[config.mk]
export PLATFORM = sky130hd
export DESIGN_NAME = pcc_cordic_stage
export DESIGN_NICKNAME = d
export VERILOG_FILES = /design/src/design/pcc_pkg.sv /design/src/design/pcc_cordic_stage.sv
export SDC_FILE = /design/constraint.sdc
export NUM_CORES = 1
export LEC_CHECK = 0
export ABC_AREA = 1
export BUFFER_PORTS_ARGS = -buffer_cell sky130_fd_sc_hd__buf_2
export CORE_MARGIN = 4
export CORE_UTILIZATION = 30
export CTS_BUF_LIST = sky130_fd_sc_hd__clkbuf_8
export DETAILED_ROUTE_END_ITERATION = 16
export PLACE_DENSITY = 0.53
export SLEW_MARGIN = 10
export SYNTH_ARGS = -nofsm -noshare
export SYNTH_HDL_FRONTEND = slang
export SYNTH_SLANG_ARGS = --single-unit
[constraint.sdc]
create_clock -name clk -period 7.85 [get_ports clk]
set_clock_uncertainty 0.05 [all_clocks]
set_input_delay 0.3925 -clock clk [delete_from_list [all_inputs] [get_ports clk]]
set_output_delay 0.3925 -clock clk [all_outputs]
set_load 0.1 [all_outputs]
[src/design/pcc_pkg.sv]
// Shared widths, constants, the CORDIC stage record and the arctangent constant function for the converter.
package pcc_pkg;

  localparam int COORD_W           = 32;
  localparam int XW                = 50;  // CORDIC x/y, Q.32 plus guard bits
  localparam int ZW                = 36;  // CORDIC angle, Q.30 plus guard bits
  localparam int ATW               = 31;  // width of one arctangent constant
  localparam int CORDIC_STAGES_DEF = 24;

  localparam logic [31:0]          GAIN_Q32       = 32'h9B74EDA8;
  localparam logic signed [ZW-1:0] PI_Q30         = 36'sd3373259426;
  localparam logic signed [ZW-1:0] PI2_Q30        = 36'sd6746518852;
  localparam logic signed [ZW-1:0] HALF_PI_Q30    = 36'sd1686629713;
  localparam logic signed [ZW-1:0] QUARTER_PI_Q30 = 36'sd843314857;
  localparam logic [31:0]          PI2_Q28        = 32'd1686629713;

  typedef struct packed {
    logic                 mode;   // 0 rotate, 1 vector
    logic                 flip;   // rotate: negate result; vector: input at origin
    logic                 ysign;  // vector: sign of the original y
    logic signed [XW-1:0] x;
    logic signed [XW-1:0] y;
    logic signed [ZW-1:0] z;
  } pcc_cordic_t;

  // One term of the arctangent series: v / (2k + 1).
  function automatic logic [63:0] series_term(input int k, input logic [63:0] v);
    logic [63:0] t;
    case (k)
      0:       t = v;
      1:       t = v / 3;
      2:       t = v / 5;
      3:       t = v / 7;
      4:       t = v / 9;
      5:       t = v / 11;
      6:       t = v / 13;
      7:       t = v / 15;
      8:       t = v / 17;
      9:       t = v / 19;
      10:      t = v / 21;
      11:      t = v / 23;
      12:      t = v / 25;
      13:      t = v / 27;
      14:      t = v / 29;
      15:      t = v / 31;
      16:      t = v / 33;
      17:      t = v / 35;
      18:      t = v / 37;
      19:      t = v / 39;
      20:      t = v / 41;
      21:      t = v / 43;
      22:      t = v / 45;
      23:      t = v / 47;
      24:      t = v / 49;
      25:      t = v / 51;
      26:      t = v / 53;
      27:      t = v / 55;
      28:      t = v / 57;
      29:      t = v / 59;
      default: t = '0;
    endcase
    return t;
  endfunction

  // atan(2^-idx) in Q.30, summed in Q.60 and rounded; evaluated at elaboration.
  function automatic logic [ATW-1:0] atan_q30(input int idx);
    logic [63:0] sum;
    logic [63:0] term;
    logic [63:0] rnd;
    int          e;
    sum = '0;
    if (idx == 0) begin
      rnd = 64'(QUARTER_PI_Q30);
    end else begin
      for (int k = 0; k < 30; k++) begin
        e = idx * (2 * k + 1);
        if (e <= 60) begin
          term = series_term(k, 64'd1 << (60 - e));
          if ((k & 1) != 0) sum = sum - term;
          else sum = sum + term;
        end
      end
      rnd = (sum + (64'd1 << 29)) >> 30;
    end
    return rnd[ATW-1:0];
  endfunction

endpackage

[src/design/pcc_cordic_stage.sv]
// One registered CORDIC micro-rotation with its own valid bit and bubble-collapsing ready.
module pcc_cordic_stage import pcc_pkg::*; #(
  parameter int STEP = 0
) (
  input  logic        clk,
  input  logic        rst,
  input  logic        in_valid,
  output logic        load,
  input  pcc_cordic_t in_data,
  output logic        out_valid,
  input  logic        down_load,
  output pcc_cordic_t out_data
);

  localparam logic signed [ZW-1:0] ATAN = $signed({{(ZW-ATW){1'b0}}, atan_q30(STEP)});

  logic signed [XW-1:0] dx;
  logic signed [XW-1:0] dy;
  logic                 ccw;
  pcc_cordic_t          data_next;

  // Rotate towards z = 0 in rotation mode, towards y = 0 in vectoring mode.
  always_comb begin
    dx        = in_data.y >>> STEP;
    dy        = in_data.x >>> STEP;
    ccw       = in_data.mode ? in_data.y[XW-1] : !in_data.z[ZW-1];
    data_next = in_data;
    if (ccw) begin
      data_next.x = in_data.x - dx;
      data_next.y = in_data.y + dy;
      data_next.z = in_data.z - ATAN;
    end else begin
      data_next.x = in_data.x + dx;
      data_next.y = in_data.y - dy;
      data_next.z = in_data.z + ATAN;
    end
  end

  assign load = !out_valid || down_load;

  always_ff @(posedge clk) begin
    if (rst) begin
      out_valid <= 1'b0;
    end else if (load) begin
      out_valid <= in_valid;
    end
  end

  always_ff @(posedge clk) begin
    if (load && in_valid) begin
      out_data <= data_next;
    end
  end

endmodule

* Word-level counts from Yosys, hierarchy flattened
Index checks and enable logic that the tools add are counted.
** Word-level totals
- Input port bits :: 143
- Bits in writable memories :: 0
- Latch bits :: 0
- Memories kept :: 0
- Register bits after elaboration :: 140
- Word-level logic and storage cells :: 18
- Output and inout bits :: 141
- Memory bits (read-only) :: 0
** Cells by class
- Reductions and logical operators :: 4
- Multiply operators :: 0
- Multiplexer cells :: 2
- Shifts and indexed selects :: 0
- Bitwise operators :: 0
- Divide/modulo/power cells :: 0
- Equal/unequal tests :: 0
- Add/subtract/negate cells :: 5
- $lt $le $gt $ge :: 0
** Operators by type and width (number)
- $mux W136 :: 1
- $sub A50 B50 Y50 :: 2
- $add A50 B50 Y50 :: 1
- $add A36 B31 Y36 const B :: 1
- $sub A36 B31 Y36 const B :: 1
- $logic_not A1 Y1 :: 2
- $logic_and A1 B1 Y1 :: 1
- $logic_or A1 B1 Y1 :: 1
- $mux W1 :: 1

* Longest topological paths before layout
- Depth in word-level cells :: 3
- Mapped depth :: 20
- Depth with buffers taken out :: 19

* Worst setup path before layout
Ideal clock, no wire load.
- Path type :: register to register
- From :: register out_valid
- To :: register out_data[0] in the netlist's numbering, enable pin
- Required time :: 7121 ps
- Path slack :: -359 ps
- Cell stages (with the launch flop) :: 2
- Buffers on the path :: 0
- Arrival time :: 7479 ps
- Clock period less this slack :: 8209 ps
- Library setup time :: 679 ps
- Cell sequence :: dfxtp_1 a21oi_1
** Between the ends
- Word-level cells in the longest chain between the ends :: 3
** Ends and longest elaborated chain
- start, declared :: RTL line pcc_cordic_stage.sv:10 : output logic out_valid,
- start signal, assigned :: RTL line pcc_cordic_stage.sv:45 : out_valid <= in_valid;
- $logic_not A1 Y1 :: RTL line pcc_cordic_stage.sv:39 : assign load = !out_valid || down_load;
- $logic_or A1 B1 Y1 :: RTL line pcc_cordic_stage.sv:39
- $logic_and A1 B1 Y1 :: RTL line pcc_cordic_stage.sv:50 : if (load && in_valid) begin
- end signal, assigned :: RTL line pcc_cordic_stage.sv:51 : out_data <= data_next;
- end, declared :: RTL line pcc_cordic_stage.sv:12 : output pcc_cordic_t out_data
No other way between the ends.
A chain may end at the register's enable or synchronous reset.

==> flow_summary.yaml <==
synth:
  sequential_element_share_of_the_synthesized_area: 0.223
  yosys_most_used_dff: "edfxtp_1"
  synth_top_cells_by_count: "nand2_1 (864), inv_1 (443), nor2_1 (297)"
  ys.warnings.count: 0
  synth_area_mm2: 0.0187
  async_flop_share: 0
  dominant_cells_by_area_after_synthesis: "edfxtp_1 (22%), nand2_1 (17%), ha_1 (12%)"
  synth-edff-count: 138
  synth_area_per_cell_um2: 6.15
  synth.top_cell.area_share: 0.222
  synth-seq-cells: 139
  yosys.cell_types.count: 52
  most_area_hungry_cell_type_in_the_yosys_netlist: "edfxtp_1"
  syn_nets: 3357
  synth.most_common_cell: "nand2_1"
  syn_inst: 3036
sta:
  grt_setup_unrepaired: "false"
  max_slew.worst_pin.slew_ns: 0.938
  finalCritPeriodShare: 0.520
  maxClockFrequency_mhz: 245
  setup_violations: 0
  slew_viol_final: 0
  finalHoldViolations: 0
  setup_total_negative_slack_ns: 0
  timing.slew.headroom: 0.375
  min_period_ns: 4.08
  post-route-worst-setup-slack_ns: 3.77
clocking:
  cts_buffer_depth: 2
  worst_skew_pair.late_latency_ns: 0.57
  clkSinkCount: 139
  clk_transition_reported_paths_ns: 0.09
  clock_tree.root_cell: "clkbuf_8"
  tritoncts_buffers: 17
  h_tree_level_count: 4
  tritoncts: "yes"
detailed_routing:
  detailedRoute.firstPassIterationCount: 6
  drt-vias-per-instance: 5.07
  route.antenna.remaining_nets: 0
  drt-wirelength-per-cell_um: 20.1
  detailedRoute.firstIterationViolations: 1431
  remaining_drc_errors: 0
  detail_route.wirelength_um: 82800
  num_vias: 20909
setup_path:
  worst_r2r_endpoint: "out_data[48]"
  timing.critical_path.mode_cell: "nand2_1"
  crit_end: "out_data[22]"
  critPathRequiredTime_ns: 8.13
  critical_path.slowest_cell: "buf_4"
  reg2reg_setup_slack_ns: 6.17
  timing.critical_path.depth: 21
  timing.critical_path.buf_inv: 5
  crit_path_start_kind: "primary input"
  crit_type: "in -> reg"
  path_delay_family: "simple AND/OR/NAND/NOR gates"
  worstSetupEndpointType: "register"
  timing.reg2reg.worst_path_depth: 2
  cp_data_arrival_time_ns: 4.35
  timing.critical_path.cells: "dlygate4sd3_1 > buf_2 > nand2_1 > nand2_4 > buf_4 > nand2_2 > nand2_1 > inv_1 > ha_1 > inv_1 > nand2_1 > nand2_1 > nand2_2 > nand2_1 > nand2_1 > nand2_1 > nand2_1 > nand2_1 > nand2_1 > nand2_1 > nand2_1"
  max_stage_delay_ns: 0.79
  worst_r2r_startpoint: "out_valid"
  cp-startpoint: "in_data[138]"
  critical_path.max_fanout: 75
cells_and_area:
  layout.nets: 3593
  fillerInstances: 7034
  drive_above_1_share: 0.124
  synthToLayoutAreaGrowth_pct: 13.7
global_route:
  grt_start_max_net_pins: 139
  grt_antenna_before_repair: 1
  grt_first_pass_wirelength_um: 121000
  grt_remaining_overflow: 0
  grt_pass1_vias: 20350
  grt_use_total: 0.240
place:
  dp_worst_setup_slack_ns: 3.71
  gpl.final_weighted_congestion: 1.00
  port_buffers: 283
  hpwl_um: 69500
pwr:
  power_w: 0.00374
  power_dens_cells_mw_per_mm2: 176
  peakVddDrop_mv: 0.136
  total_leakage_power_nw: 10.7
die:
  core.rowCount: 91
  die_height_um: 257
  core_area_mm2: 0.0616
  design.die.area_mm2: 0.0663
  io-pin-count: 284
  initial_utilization: 0.303
  die_w_um: 257
worst_hold_path:
  hp-class: "in -> reg"
  hp-start: "in_data[0]"
run_status:
  status: "finished clean"
flow_run:
  cap_viol_max_count: 0
-- per-stage QoR --
| stage | utilization | instance area (um^2) | cells | hold slack (ns) |
|---|---|---|---|---|
| 2_1_floorplan | - | 18700 | 3036 | 0.412 |
| 3_3_place_gp | 0.337 | 20800 | 4085 | 0.472 |
| 3_5_place_dp | 0.337 | 20800 | 4085 | 0.474 |
| 4_1_cts | 0.345 | 21200 | 4122 | 0.0243 |
| 5_1_grt | 0.345 | 21200 | 4123 | 0.0621 |
| 6_report | 0.345 | 21200 | 4123 | 0.102 |
-- cell usage in the layout, fill, tap and decap left out, types with 7 or more instances in the layout --
| cell type | instances |
|---|---|
| o211ai_1 | 17 |
| a21oi_1 | 268 |
| a21o_1 | 11 |
| inv_1 | 443 |
| o21ai_1 | 18 |
| a21boi_0 | 8 |
| nor3_1 | 26 |
| buf_2 | 283 |
| edfxtp_1 | 138 |
| a21oi_2 | 8 |
| nand3_1 | 254 |
| nand2_2 | 31 |
| o21bai_1 | 16 |
| inv_2 | 11 |
| o21ai_0 | 205 |
| nor2_1 | 297 |
| xor2_1 | 44 |
| ha_1 | 175 |
| nor2_2 | 19 |
| nand2_1 | 864 |
| nand4_1 | 39 |
| xnor2_1 | 7 |
| clkbuf_8 | 18 |
-- registers in the layout, indices dropped and copies added, names as in the netlist --
signal     count
out_data     138
out_valid      1
-- cell families after synthesis --
group / after synthesis / share of synthesized area
xor gates and xnor gates: 51 / 0.0239
and+or+nand+nor: 1564 / 0.353
buffers and inverters: 530 / 0.114
DFF: 139 / 0.223
adders and majority gates: 178 / 0.121
AOI/OAI and AO/OA: 574 / 0.165
-- power breakdown --
part           internal, W  switching (W)
clock             0.000273       0.000396
sequential        0.000947      0.0000297
combinational     0.000440        0.00165
-- worst min path at each step --
stage	end	slack, ns	depth (start not counted)
floorplan	out_valid	0.41	1
finish	out_data[0]	0.10	2
CTS	out_data[0]	0.02	2
global placement	out_valid	0.47	2
global route	out_data[0]	0.06	2
detailed placement	out_valid	0.47	2
-- routing by layer --
metal | global-route usage | wire length (um) | share of wire
met4 | 0.0980 | 3560 | 0.043
met3 | 0.0321 | 4680 | 0.057
met5 | 0 | 0 | 0
met1 | 0.303 | 35300 | 0.43
met2 | 0.415 | 39300 | 0.47
-- worst register-to-register path, delay by kind of cell (launching register included) --
family                 cells  cell delay (ns)
AOI/OAI and AO/OA          1             0.17
buffers and inverters      1             0.57
DFF                        1             0.36
-- cell type report --
type	instances	area, um^2	area share
inverters	456	1710	0.0806
clock buffers	18	248	0.0117
repair buffers	291	1500	0.0707
flip-flops and latches	139	4160	0.196
diodes	1	2.50	0.000118
clock inverters	14	155	0.00731
multi-input cells	2367	12400	0.584
well taps	837	1050	0.0493
-- timing repair --
action | 4_1_cts | 5_1_grt
resized for setup | 0 | 0
hold endpoints to repair | 4 | 0
hold buffers | 5 | 0
setup endpoints to repair | 0 | 0
setup buffers | 0 | 0
(Power assumes the default switching activity.)
